## config.mk

```make
export PLATFORM = sky130hd
export DESIGN_NAME = gpu_warp_control_unit
export DESIGN_NICKNAME = d
export VERILOG_FILES = /design/src/rtl/gwcu_pkg.sv /design/src/rtl/gpu_warp_control_unit.sv
export SDC_FILE = /design/constraint.sdc
export NUM_CORES = 1
export LEC_CHECK = 0
export BUFFER_PORTS_ARGS = -buffer_cell sky130_fd_sc_hd__buf_2
export CAP_MARGIN = 20
export CORE_AREA = 5 5 192 194
export DETAILED_ROUTE_END_ITERATION = 10
export DIE_AREA = 0 0 197 199
export PLACE_DENSITY_LB_ADDON = 0.1
export SKIP_CTS_REPAIR_TIMING = 1
export SYNTH_ARGS = -nofsm -noshare
export SYNTH_HDL_FRONTEND = slang
export SYNTH_SLANG_ARGS = --single-unit
```

## constraint.sdc

```tcl
create_clock -name i_clk -period 5.1 [get_ports i_clk]
set_clock_uncertainty 0.1 [all_clocks]
set_input_delay 0.765 -clock i_clk [delete_from_list [all_inputs] [get_ports i_clk]]
set_output_delay 0.765 -clock i_clk [all_outputs]
set_load 0.02 [all_outputs]
```

## src/rtl/gwcu_pkg.sv

```systemverilog
// Package for the warp control unit: sizes, operation codes and mask helpers.
package gwcu_pkg;

    localparam int WARP_CNT    = 8;
    localparam int BARRIER_CNT = 8;
    localparam int WARP_ID_W   = 3;
    localparam int BAR_ID_W    = 3;
    localparam int COUNT_W     = 8;
    localparam int PC_W        = 32;
    localparam int ONES_W      = 4;
    localparam int SPAWN_N_W   = 4;

    typedef logic [WARP_CNT-1:0] t_mask;

    typedef enum logic [2:0] {
        FUNC_SCHEDULE   = 3'd0,
        FUNC_SUSPEND    = 3'd1,
        FUNC_RESUME_ONE = 3'd2,
        FUNC_RESUME_ALL = 3'd3,
        FUNC_SPAWN      = 3'd4,
        FUNC_BARRIER    = 3'd5,
        FUNC_HALT       = 3'd6,
        FUNC_NOP        = 3'd7
    } t_func;

    // Count set bits of a warp mask.
    function automatic logic [ONES_W-1:0] mask_ones(input t_mask m);
        logic [ONES_W-1:0] c;
        c = '0;
        for (int i = 0; i < WARP_CNT; i++) begin
            c = c + ONES_W'(m[i]);
        end
        return c;
    endfunction

endpackage

```

## src/rtl/gpu_warp_control_unit.sv

```systemverilog
// Warp control unit: active, stalled and barrier masks with a one-word-per-cycle step.
//
//  channel  | direction | handshake             | payload
//  ---------+-----------+-----------------------+----------------------------------------
//  command  | in        | start && !busy        | i_func, i_warp_id, i_spawn_count,
//           |           |                       | i_spawn_pc, i_barrier_index,
//           |           |                       | i_barrier_global, i_barrier_count
//  result   | out       | o_valid, one cycle    | o_sched_valid ... o_running
//
// Flow: a command word is captured in the input register, the step runs
// through one pass of combinational logic and lands in the result register,
// which raises o_valid with the result. One word is taken every
// cycle; busy stays low since each step reads the state the previous step
// wrote on the same edge it registered its result.
// Reset: synchronous, active low; warp 0 active, all other state clear; payloads not reset.
// Stalls: the receiver cannot hold results off, so nothing ever backs up.
module gpu_warp_control_unit
    import gwcu_pkg::*;
(
    input  logic                 i_clk,
    input  logic                 i_rst_n,
    input  logic                 start,
    output logic                 busy,
    input  logic [2:0]           i_func,
    input  logic [WARP_ID_W-1:0] i_warp_id,
    input  logic [COUNT_W-1:0]   i_spawn_count,
    input  logic [PC_W-1:0]      i_spawn_pc,
    input  logic [BAR_ID_W-1:0]  i_barrier_index,
    input  logic                 i_barrier_global,
    input  logic [COUNT_W-1:0]   i_barrier_count,
    output logic                 o_valid,
    output logic                 o_sched_valid,
    output logic [WARP_ID_W-1:0] o_sched_warp,
    output logic [7:0]           o_spawned_mask,
    output logic [PC_W-1:0]      o_spawned_pc,
    output logic                 o_done_now,
    output logic [7:0]           o_released_mask,
    output logic                 o_global_release,
    output logic [7:0]           o_active_mask,
    output logic [7:0]           o_stalled_mask,
    output logic                 o_running
);

    // Input register.
    logic                 r_in_valid;
    t_func                r_func;
    logic [WARP_ID_W-1:0] r_warp_id;
    logic [COUNT_W-1:0]   r_spawn_count;
    logic [PC_W-1:0]      r_spawn_pc;
    logic [BAR_ID_W-1:0]  r_barrier_index;
    logic                 r_barrier_global;
    logic [COUNT_W-1:0]   r_barrier_count;

    // Architectural state.
    t_mask                r_active;
    t_mask                r_stalled;
    t_mask                r_arrivals [BARRIER_CNT];
    logic                 r_spawn_pending;
    logic [SPAWN_N_W-1:0] r_spawn_warps;
    logic [PC_W-1:0]      r_spawn_start;

    // Next state and result of the step.
    t_mask                n_active;
    t_mask                n_stalled;
    t_mask                n_arr;
    logic                 n_arr_we;
    logic                 n_spawn_pending;
    logic [SPAWN_N_W-1:0] n_spawn_warps;
    logic [PC_W-1:0]      n_spawn_start;
    logic                 n_sched_valid;
    logic [WARP_ID_W-1:0] n_sched_warp;
    t_mask                n_spawned_mask;
    logic [PC_W-1:0]      n_spawned_pc;
    logic                 n_done_now;
    t_mask                n_released_mask;
    logic                 n_global_release;

    // Helpers.
    t_mask                wbit;
    t_mask                ready_mask;
    t_mask                arr_hit;
    logic                 one_active;
    logic [SPAWN_N_W-1:0] clamped_n;
    logic [BAR_ID_W-1:0]  bar_sel;

    assign busy = 1'b0;

    always_ff @(posedge i_clk) begin
        if (!i_rst_n) begin
            r_in_valid <= 1'b0;
        end else begin
            r_in_valid <= start && !busy;
        end
        // capture payload on every accepted word
        if (start && !busy) begin
            r_func           <= t_func'(i_func);
            r_warp_id        <= i_warp_id;
            r_spawn_count    <= i_spawn_count;
            r_spawn_pc       <= i_spawn_pc;
            r_barrier_index  <= i_barrier_index;
            r_barrier_global <= i_barrier_global;
            r_barrier_count  <= i_barrier_count;
        end
    end

    assign wbit       = t_mask'(1) << r_warp_id;
    assign one_active = (mask_ones(r_active) == ONES_W'(1));
    assign clamped_n  = (r_spawn_count < COUNT_W'(WARP_CNT)) ?
                        r_spawn_count[SPAWN_N_W-1:0] : SPAWN_N_W'(WARP_CNT);
    assign bar_sel    = r_barrier_index;
    assign arr_hit    = r_arrivals[bar_sel] | wbit;

    always_comb begin
        n_active         = r_active;
        n_stalled        = r_stalled;
        n_arr            = arr_hit;
        n_arr_we         = 1'b0;
        n_spawn_pending  = r_spawn_pending;
        n_spawn_warps    = r_spawn_warps;
        n_spawn_start    = r_spawn_start;
        n_sched_valid    = 1'b0;
        n_sched_warp     = '0;
        n_spawned_mask   = '0;
        n_spawned_pc     = '0;
        n_done_now       = 1'b0;
        n_released_mask  = '0;
        n_global_release = 1'b0;
        ready_mask       = '0;

        unique case (r_func)
            FUNC_SCHEDULE: begin
                // apply a pending spawn once a single warp remains
                if (r_spawn_pending && one_active) begin
                    for (int i = 1; i < WARP_CNT; i++) begin
                        n_spawned_mask[i] = (SPAWN_N_W'(i) < r_spawn_warps);
                    end
                    n_active        = r_active | n_spawned_mask;
                    n_spawn_pending = 1'b0;
                    n_stalled[0]    = 1'b0;
                end
                if (n_spawned_mask != '0) begin
                    n_spawned_pc = r_spawn_start;
                end
                ready_mask = n_active & ~n_stalled;
                // lowest ready warp wins
                for (int i = WARP_CNT - 1; i >= 0; i--) begin
                    if (ready_mask[i]) begin
                        n_sched_valid = 1'b1;
                        n_sched_warp  = WARP_ID_W'(i);
                    end
                end
            end
            FUNC_SUSPEND:    n_stalled = r_stalled | wbit;
            FUNC_RESUME_ONE: n_stalled = r_stalled & ~wbit;
            FUNC_RESUME_ALL: n_stalled = '0;
            FUNC_SPAWN: begin
                if (clamped_n < SPAWN_N_W'(2) && one_active) begin
                    n_done_now = 1'b1;
                end else begin
                    n_spawn_pending = 1'b1;
                    n_spawn_warps   = clamped_n;
                    n_spawn_start   = r_spawn_pc;
                end
            end
            FUNC_BARRIER: begin
                if (r_barrier_count < COUNT_W'(2)) begin
                    n_done_now = 1'b1;
                end else begin
                    n_arr_we = 1'b1;
                    if (r_barrier_global) begin
                        if (mask_ones(arr_hit) == mask_ones(r_active)) begin
                            n_global_release = 1'b1;
                            n_arr            = '0;
                        end
                    end else if (COUNT_W'(mask_ones(arr_hit)) == r_barrier_count) begin
                        n_released_mask = arr_hit;
                        n_stalled       = r_stalled & ~arr_hit;
                        n_arr           = '0;
                    end
                end
            end
            FUNC_HALT: n_active = '0;
            default: ;
        endcase
    end

    // State update and result register.
    always_ff @(posedge i_clk) begin
        if (!i_rst_n) begin
            r_active        <= t_mask'(1);
            r_stalled       <= '0;
            r_spawn_pending <= 1'b0;
            r_spawn_warps   <= '0;
            r_spawn_start   <= '0;
            for (int b = 0; b < BARRIER_CNT; b++) begin
                r_arrivals[b] <= '0;
            end
            o_valid         <= 1'b0;
        end else begin
            o_valid <= r_in_valid;
            if (r_in_valid) begin
                r_active        <= n_active;
                r_stalled       <= n_stalled;
                r_spawn_pending <= n_spawn_pending;
                r_spawn_warps   <= n_spawn_warps;
                r_spawn_start   <= n_spawn_start;
                if (n_arr_we) begin
                    r_arrivals[bar_sel] <= n_arr;
                end
            end
        end
        // result payload, no reset
        if (r_in_valid) begin
            o_sched_valid    <= n_sched_valid;
            o_sched_warp     <= n_sched_warp;
            o_spawned_mask   <= n_spawned_mask;
            o_spawned_pc     <= n_spawned_pc;
            o_done_now       <= n_done_now;
            o_released_mask  <= n_released_mask;
            o_global_release <= n_global_release;
            o_active_mask    <= n_active;
            o_stalled_mask   <= n_stalled;
            o_running        <= (n_active != '0);
        end
    end

    // Every accepted word held in the input register yields a strobe on o_valid.
    a_one_result: assert property (@(posedge i_clk) disable iff (!i_rst_n)
        r_in_valid |=> o_valid)
        else $error("accepted word lost its result");

    // A scheduled warp must be active and not stalled.
    a_sched_ready: assert property (@(posedge i_clk) disable iff (!i_rst_n)
        (o_valid && o_sched_valid) |->
            (o_active_mask[o_sched_warp] && !o_stalled_mask[o_sched_warp]))
        else $error("scheduled warp not ready");

    // Spawned warps never include warp 0, are active, and clear the request.
    a_spawn_applied: assert property (@(posedge i_clk) disable iff (!i_rst_n)
        (o_valid && o_spawned_mask != '0) |->
            (!o_spawned_mask[0] && (o_spawned_mask & ~o_active_mask) == '0
             && !r_spawn_pending))
        else $error("spawn applied inconsistently");

    // Warps released by a local barrier leave the stalled mask.
    a_release_unstalls: assert property (@(posedge i_clk) disable iff (!i_rst_n)
        (o_valid && o_released_mask != '0) |-> ((o_stalled_mask & o_released_mask) == '0))
        else $error("released warp still stalled");

    // Reported masks equal the state written on the same edge.
    a_state_mirror: assert property (@(posedge i_clk) disable iff (!i_rst_n)
        o_valid |-> (o_active_mask == r_active && o_stalled_mask == r_stalled))
        else $error("result masks differ from state");

endmodule
```

# Word-level counts from Yosys, hierarchy flattened
# Memory sizes are Yosys's and may differ from the RTL's. A register that Yosys moved wholly into a read port is not among the register bits.
# Index checks and enable logic that the tools add are counted.
# word_totals
elab_cells	143
rom_bits	0
ff_bits	183
latchBits	0
input_bits	61
out_inout_bits	73
ram_bits	64
mem_count	1
# classes
n_eq_ne	11
multipliers	0
muxes	51
add_sub_neg	14
reduce_logical	15
n_shift	1
n_lt_le_gt_ge	10
div	0
bitwise_logic	14
# mem_list
name	depth	word_bits	read_ports	rd_ports_with_merged_regs	write_ports	line	rtl
r_arrivals	8	8	1	1	8	gpu_warp_control_unit.sv:57	t_mask r_arrivals [BARRIER_CNT];
# ops
cell	n
8-bit 2-to-1 mux	11
4-bit by 1-bit adder with 4-bit output	8
7-bit one-hot mux with 4 select lines	1
8-bit AND	3
1-bit 2-to-1 mux	24
8-bit NOT	3
8-bit OR	3
3-bit 2-to-1 mux	6
3-bit by 4-bit less-than comparator with 1-bit output, first input constant	4
8-bit one-hot mux with 2 select lines	1
7-bit 2-to-1 mux	2
3-bit == test, second input constant	3
3-bit by 1-bit adder with 4-bit output	2
4-bit by 8-bit == test with 1-bit output	1
2-bit by 4-bit less-than comparator with 1-bit output, first input constant	2
8-bit by 2-bit less-than comparator with 1-bit output, second input constant	1
8-bit by 4-bit less-than comparator with 1-bit output, second input constant	1
8-bit nonzero test	1
8-bit OR reduction	1
1-bit by 3-bit << shifter with 8-bit output, first input constant	1
7-bit nonzero test	1
2-bit by 1-bit adder with 3-bit output	2
3-bit by 2-bit == test with 1-bit output, second input constant	2
3-bit OR reduction	2
21 further kinds	30

# Depth between registers and ports, before layout
# Gate-level depths: netlist of run 1.
# logic_depth
depth_word	21
depth_mapped	20
depth_no_buf	17

# Worst setup path before layout of run 1
# Ideal clock, no wire load.
# synth_timing
kind	register to register
start	reg (tool-made name)
end	reg o_stalled_mask[3], data pin
required_time_ns	4.733
setup_time_ns	0.267
n_path_buf	3
path_slack_ns	0.057
stages_incl_launch_ff	20
arrival_ns	4.675
cell_sequence	dfxtp_1 -> buf_6 -> buf_6 -> mux4_2 -> a211o_1 -> fa_1 -> fa_1 -> inv_1 -> fa_1 -> inv_1 -> ha_1 -> inv_1 -> fa_1 -> xor2_1 -> xnor2_1 -> nor3_1 -> nand4b_1 -> clkbuf_1 -> o211ai_1 -> o21ai_0
# synth_lines
item	line	rtl
end signal, assigned	gpu_warp_control_unit.sv:222	o_stalled_mask <= n_stalled;
end, declared	gpu_warp_control_unit.sv:40	output logic [7:0] o_stalled_mask,

==> qor.yml, run 1 <==
clock_tree:
  cts_sinks: 250
  root_buffer: "clkbuf_16"
  cts_tree: "built"
  cts.path.max_buffers: 3
  numCtsBuffers: 29
  cts-htree-levels: 1
  clk_latency_ps: 550
  clkTransAtPathRegs_ps: 60
yosys:
  ys_seq_elements: 250
  synth_flop_cell: "edfxtp_1"
  ys.warnings.count: 0
  synth-edff-count: 192
  synth_area_per_cell_um2: 12.6
  synth_area_mm2: 0.0103
  synth_top_area_share_pct: 55.9
  ys_top_cells_by_area: "edfxtp_1, dfxtp_1, nand2_1"
  ys_seq_area_share_pct: 67.1
  ys_top_cells_by_count: "edfxtp_1, nand2_1, nor2_1, a21oi_1, dfxtp_1"
  yosys.area.top_type: "edfxtp_1"
  syn_inst: 818
  synth_most_common_cell: "edfxtp_1"
  synthDistinctLibCells: 59
  async_flop_share_pct: 0
drt:
  drt_iter0_markers: 390
  num_vias: 6683
  wl_mm: 27.2
  postRouteAntennaNets: 0
  dr.pass1.iters: 4
  viasPerCell: 4.55
  drt-wirelength-per-cell_um: 18.5
  drcViolationCount: 0
floorplanning:
  die_w_um: 197
  dieHeight_um: 199
  die-area_mm2: 0.0392
  core.rowCount: 69
  core_mm2: 0.0351
  initial_core_util_pct: 29.4
  ios: 134
layout:
  drive_above_1_share_pct: 25.9
  nFillCells: 3510
  multi_input_area_mm2: 0.00319
  syn_to_final_growth_pct: 24.4
  finish.instance_area_mm2: 0.0128
  final_cell_count_no_fill: 1468
  diodes: 0
  regArea_mm2: 0.00693
  fin_nets: 1059
worst_setup_path:
  path_max_fanout: 12
  cp-start-kind: "flop"
  crit_arrival_ps: 5190
  reg2reg_depth: 20
  rrSetupSlack_ps: 90
  worstPathRequired_ps: 5280
  r2r-end: "r_arrivals[0][7]$_SDFFCE_PN0P_"
  endpoint_kind: "flop"
  crit_type: "reg2reg"
sta:
  max-slew-margin-rel_pct: 51.5
  finalSetupViolCount: 0
  fmaxAchievable_ghz: 0.199
  rsz0062_at_grt: "true"
  slew_viol_final: 0
  postLayoutSetupSlackWorst_ps: 86.3
  min_period_ps: 5010
  period_share_pct: 98.3
  worst_pin_slew_ps: 721
  hold_viol: 0
placed_design:
  io_buffers: 131
  place_ws_ps: -172
  dpl_cell_area_mm2: 0.0117
  place_inst: 1412
  hpwlAfterDp_mm: 18.6
  place_congestion: 0.767
worst_hold_path:
  min_to: "r_spawn_count[5]$_DFFE_PP_"
  hold_path.class: "in2reg"
  hold_depth: 1
  min_from: "i_spawn_count[5]"
global_routing:
  grt_antenna_before_repair: 0
  grt_util_all_layers_pct: 13.5
  grt_pass1_wl_mm: 40.8
  overflow: 0
  grt_pass1_vias: 6619
  grt_max_degree: 51
flow_run:
  cap_violations: 0
power:
  ir_worst_vdd_uv: 259
  power_density_mw_per_mm2: 397
  p_leak_uw: 0.00487
  p_total_uw: 5090
status:
  status: "completed"
worst max-delay path by stage:
stage	slack, ps	end	from
after floorplan	60	o_stalled_mask[3]$_DFFE_PP_	flop
after global placement	-120	r_arrivals[4][7]$_SDFFCE_PN0P_	flop
after detailed placement	-170	r_arrivals[5][7]$_SDFFCE_PN0P_	flop
after CTS	-200	r_arrivals[0][7]$_SDFFCE_PN0P_	flop
after global routing	-90	r_stalled[4]$_SDFFE_PN0P_	flop
final	90	r_arrivals[0][7]$_SDFFCE_PN0P_	flop
cells by family (layout without fill, tap and decap cells):
kind of cell | Yosys count | after routing | synth area share, %
and+or+nand+nor | 316 | 316 | 14.4
DFF | 250 | 250 | 67.1
AOI/OAI and AO/OA | 141 | 141 | 8.34
buffers and inverters | 66 | 254 | 2.89
muxes | 22 | 22 | 4.11
adders and majority gates | 14 | 14 | 2.28
xor gates and xnor gates | 8 | 8 | 0.752
other | 1 | 2 | 0.0364
critical path: stages (launching register included):
cell and delay (ps):
dfxtp_2 340, buf_12 120, mux4_2 480, nor2b_1 140, a211o_1 270, fa_1 510
fa_1 500, inv_1 50, fa_1 430, inv_1 70, ha_2 170, inv_1 50
fa_2 360, xor2_1 190, xnor2_1 140, nor3_1 180, nand4b_1 140, buf_6 180
buf_8 160, nand3b_4 130, nor2_1 50
layout by cell type (no fill, tap or decap), types with 6 or more instances in the layout:
cell type | Yosys | routed
edfxtp_1 | 192 | 192
a31oi_1 | 6 | 6
dfxtp_1 | 58 | 56
mux4_2 | 16 | 16
clkbuf_16 | 0 | 30
nor3_1 | 6 | 6
buf_2 | 5 | 131
buf_4 | 7 | 32
nor2b_1 | 15 | 15
inv_1 | 28 | 28
nor2_1 | 99 | 98
nand2_1 | 114 | 114
fa_1 | 8 | 7
clkbuf_1 | 21 | 7
a21o_1 | 9 | 8
a21oi_1 | 61 | 61
o21ai_0 | 28 | 26
o211ai_1 | 9 | 9
nand3_4 | 0 | 7
nand3_1 | 10 | 9
and2_1 | 37 | 37
power by group:
group / switching (µW) / internal (µW) / total [µW]
Combinational: 359 / 297 / 656
Clock: 827 / 1270 / 2100
Sequential: 52.9 / 2280 / 2340
metrics by stage:
stage	TNS [ps]	hold WS, ps	util (%)
detailed placement	-7940	342	33.4
CTS	-9160	250	36.2
floorplan	0	332	-
finish	0	282	36.6
global route	-4180	256	36.6
global placement	-5590	337	33.4
final cells by class:
cell class	count	area share, %
multi-input combinational	503	24.9
clock inverter	13	1.25
inverter	29	0.848
tap	461	4.50
sequential	250	54.0
timing repair buffer	171	8.09
clock buffer	41	6.40
metal layers:
metal  vias up  part of all wire (%)  GRT usage (%)
met4         0                   2.1           2.98
met3        33                   3.8           2.05
met5         -                     0              0
met2       126                    49           22.9
li1       3252                     -              -
met1      3272                    46           18.3
flip-flops by register name (all words and copies together) (netlist names), 3 cells and up, named ones only:
name / flops
r_spawn_warps: 4
o_spawned_pc: 32
r_spawn_pc: 32
r_spawn_start: 32
r_func: 3
bar_sel: 3
o_active_mask: 8
r_active: 8
r_barrier_count: 8
o_sched_warp: 3
r_arrivals: 64
r_stalled: 8
r_warp_id: 3
o_spawned_mask: 7
o_stalled_mask: 8
o_released_mask: 8
r_spawn_count: 8
Power figures use the tool's default switching activity.
==> inputs of run 2 (changes only) <==
Settings changed: ABC_AREA from default to 1, CORE_AREA 5 5 192 194 to 5 5 196 198, DIE_AREA 0 0 197 199 to 0 0 201 203.
==> run 2 against run 1 <==
Compared with the run above:
- area after synthesis increased by 4.0%
- first-iteration DRC count is 38% higher
- worst setup slack improved by 130 ps
- sequential cell count is the same
- clock power hardly changed
- power increased by 2.1%
- register-to-register slack gained 130 ps
- critical path depth grew 2
- critical path type unchanged
- critical endpoint is now r_arrivals[4][7]$_SDFFCE_PN0P_
- largest power group unchanged
==> qor.yml, run 2 <==
layout:
  largest_reg_flops: 64
  top_register: "r_arrivals"
  final_common_cell: "edfxtp_1"
  fin_util_pct: 35.6
  nFillCells: 3672
  regArea_mm2: 0.00694
  multi_input_area_mm2: 0.00315
  fin_nets: 1219
  diodes: 0
  final_cell_mix: "edfxtp_1, nand2_1, nor2_1"
  syn_to_final_growth_pct: 20.7
  drive_above_1_share_pct: 22.6
sta:
  finalSetupViolCount: 0
  min_period_ps: 4880
  max-slew-margin-rel_pct: 38.8
  period_share_pct: 95.8
  hold_viol: 0
  worst_pin_slew_ps: 917
  slew_viol_final: 0
  fmaxAchievable_ghz: 0.205
  holdWs_ps: 287
worst_setup_path:
  slowest_stage: "fa_1"
  worstPathRequired_ps: 5280
  path_max_fanout: 17
  crit_arrival_ps: 5070
  crit_chain: "inv_6 -> buf_4 -> nand2_1 -> nand3_1 -> nand3_1 -> nand3_1 -> fa_1 -> fa_1 -> inv_1 -> fa_1 -> inv_1 -> ha_1 -> inv_1 -> fa_1 -> xor2_1 -> nand4_1 -> nor2_4 -> nand3_4 -> nand2_2 -> inv_4 -> o21ai_4 -> nor2_1"
  crit_top_cell: "fa_1"
  endpoint_kind: "flop"
  crit_type: "reg2reg"
  crit_path_max_incr_delay_ps: 510
  cp-start-kind: "flop"
floorplanning:
  die-area_mm2: 0.0408
  initial_core_util_pct: 29.5
  die_w_um: 201
  core_mm2: 0.0363
  ios: 134
  dieHeight_um: 203
  core.rowCount: 70
clock_tree:
  cts_tree: "built"
  cts_sinks: 250
  numCtsBuffers: 29
  cts.path.max_buffers: 3
  clkTransAtPathRegs_ps: 60
  root_buffer: "clkbuf_16"
  cts-htree-levels: 1
  clk_latency_ps: 550
global_routing:
  grt_util_all_layers_pct: 13.5
  grt_pass1_vias: 7281
  grt_antenna_before_repair: 1
  grt_pass1_wl_mm: 43.3
  grt_max_degree: 66
  overflow: 0
yosys:
  synth_most_common_cell: "edfxtp_1"
  synth-edff-count: 192
  synthDistinctLibCells: 46
  synth_top_area_share_pct: 53.8
  synth_area_per_cell_um2: 10.8
  syn_inst: 995
  ys.warnings.count: 0
  ys_seq_elements: 250
  async_flop_share_pct: 0
  synth_flop_cell: "edfxtp_1"
  synth_area_mm2: 0.0107
  ys_seq_area_share_pct: 64.6
  ys_top_cells_by_area: "edfxtp_1, dfxtp_1, nand2_1"
  yosys.area.top_type: "edfxtp_1"
  ys_top_cells_by_count: "edfxtp_1, nand2_1, nor2_1, inv_1, nand3_1"
placed_design:
  hpwlAfterDp_mm: 19.7
  io_buffers: 131
  place_congestion: 0.846
drt:
  drcViolationCount: 0
  drt_iter0_markers: 539
  dr.pass1.iters: 5
  wl_met1_mm: 12.6
  viasPerCell: 4.39
  num_vias: 7177
  dr_wl_met3_mm: 1.43
  postRouteAntennaNets: 0
  drt-wirelength-per-cell_um: 17.0
  wl_mm: 27.8
  wl_met2_mm: 13.0
  top_layer: "met5"
power:
  switchingPower_uw: 1390
  swShare_pct: 26.7
  power_density_mw_per_mm2: 402
  ir_worst_vdd_uv: 211
  clkPwrFrac_pct: 40.0
  p_leak_uw: 0.00525
  power.share.sequential_pct: 44.9
  power.internal_uw: 3810
  p_comb_share_pct: 15.2
worst_hold_path:
  hold_path.class: "in2reg"
status:
  status: "completed"
flow_run:
  cap_violations: 0
[run 2: cell types whose count changed in the layout (fill, tap and decap cells not counted), sizes merged, moves of 20 or more]
cell	delta
buf	-20
and2	-36
nand2	+59
inv	+97
o21ai	+45
nor2	+42
nand3	+61
[run 2: power by group through the flow]
stage                     registers (µW)  clock network, µW  logic [µW]
after floorplan                     2390                  0         514
after global placement              2380                  0         757
after detailed placement            2380                  0         758
after CTS                           2340               2160         762
after global routing                2340               2250         878
final                               2330               2080         788
[run 2: path summary, 6_finish.rpt]
path / to / start / slack [ps] / depth (start not counted)
hold reg to reg: r_spawn_start[21]$_SDFFE_PN0P_ / r_spawn_start[21]$_SDFFE_PN0P_ / 350 / 2
hold / removal: r_spawn_pc[25]$_DFFE_PP_ / i_spawn_pc[25] / 290 / 1
setup reg to reg: r_arrivals[4][7]$_SDFFCE_PN0P_ / flop / 220 / 22
setup / recovery: r_arrivals[4][7]$_SDFFCE_PN0P_ / flop / 220 / 22
[run 2: final cells by class]
| type | instances | area share (%) |
|---|---|---|
| inverter | 127 | 3.76 |
| multi-input combinational | 586 | 24.3 |
| clock inverter | 20 | 1.51 |
| sequential | 250 | 53.6 |
| clock buffer | 33 | 5.95 |
| timing repair buffer | 150 | 6.38 |
| tap | 468 | 4.52 |
[run 2: cell families after synthesis]
logic type	synth area share, %
AND/OR/NAND/NOR	18.8
other	0.0350
AO/OA/AOI/OAI	7.29
adder cells (fa/ha/maj)	2.19
XOR/XNOR	0.653
buffers and inverters	6.41
flip-flops	64.6
[run 2: per-layer routing]
| metal | global-route usage, % | up-vias |
|---|---|---|
| met3 | 2.87 | 47 |
| met1 | 18.4 | 3341 |
| li1 | - | 3631 |
| met5 | 0 | - |
| met2 | 21.8 | 156 |
| met4 | 3.71 | 2 |
[run 2: metrics by stage]
stage | instance area (µm²) | instances | setup TNS [ps] | power, µW | setup slack (ps)
final | 12900 | 1634 | 0 | 5200 | 216
after detailed placement | 11900 | 1580 | 0 | 3140 | 53.5
after global placement | 11900 | 1580 | 0 | 3140 | 65.2
after CTS | 12900 | 1633 | 0 | 5260 | 34.3
after global routing | 12900 | 1634 | -1.07 | 5470 | -1.07
after floorplan | 10700 | 996 | 0 | 2910 | 525
[run 2: worst max-delay path: cells and delay by family, from the launching register on]
family          cells  cell delay, ps
fa+ha+maj           5            2090
simple gates        9            1120
flops               1             390
compound gates      1             160
buf+inv             6             530
xor+xnor            1             230
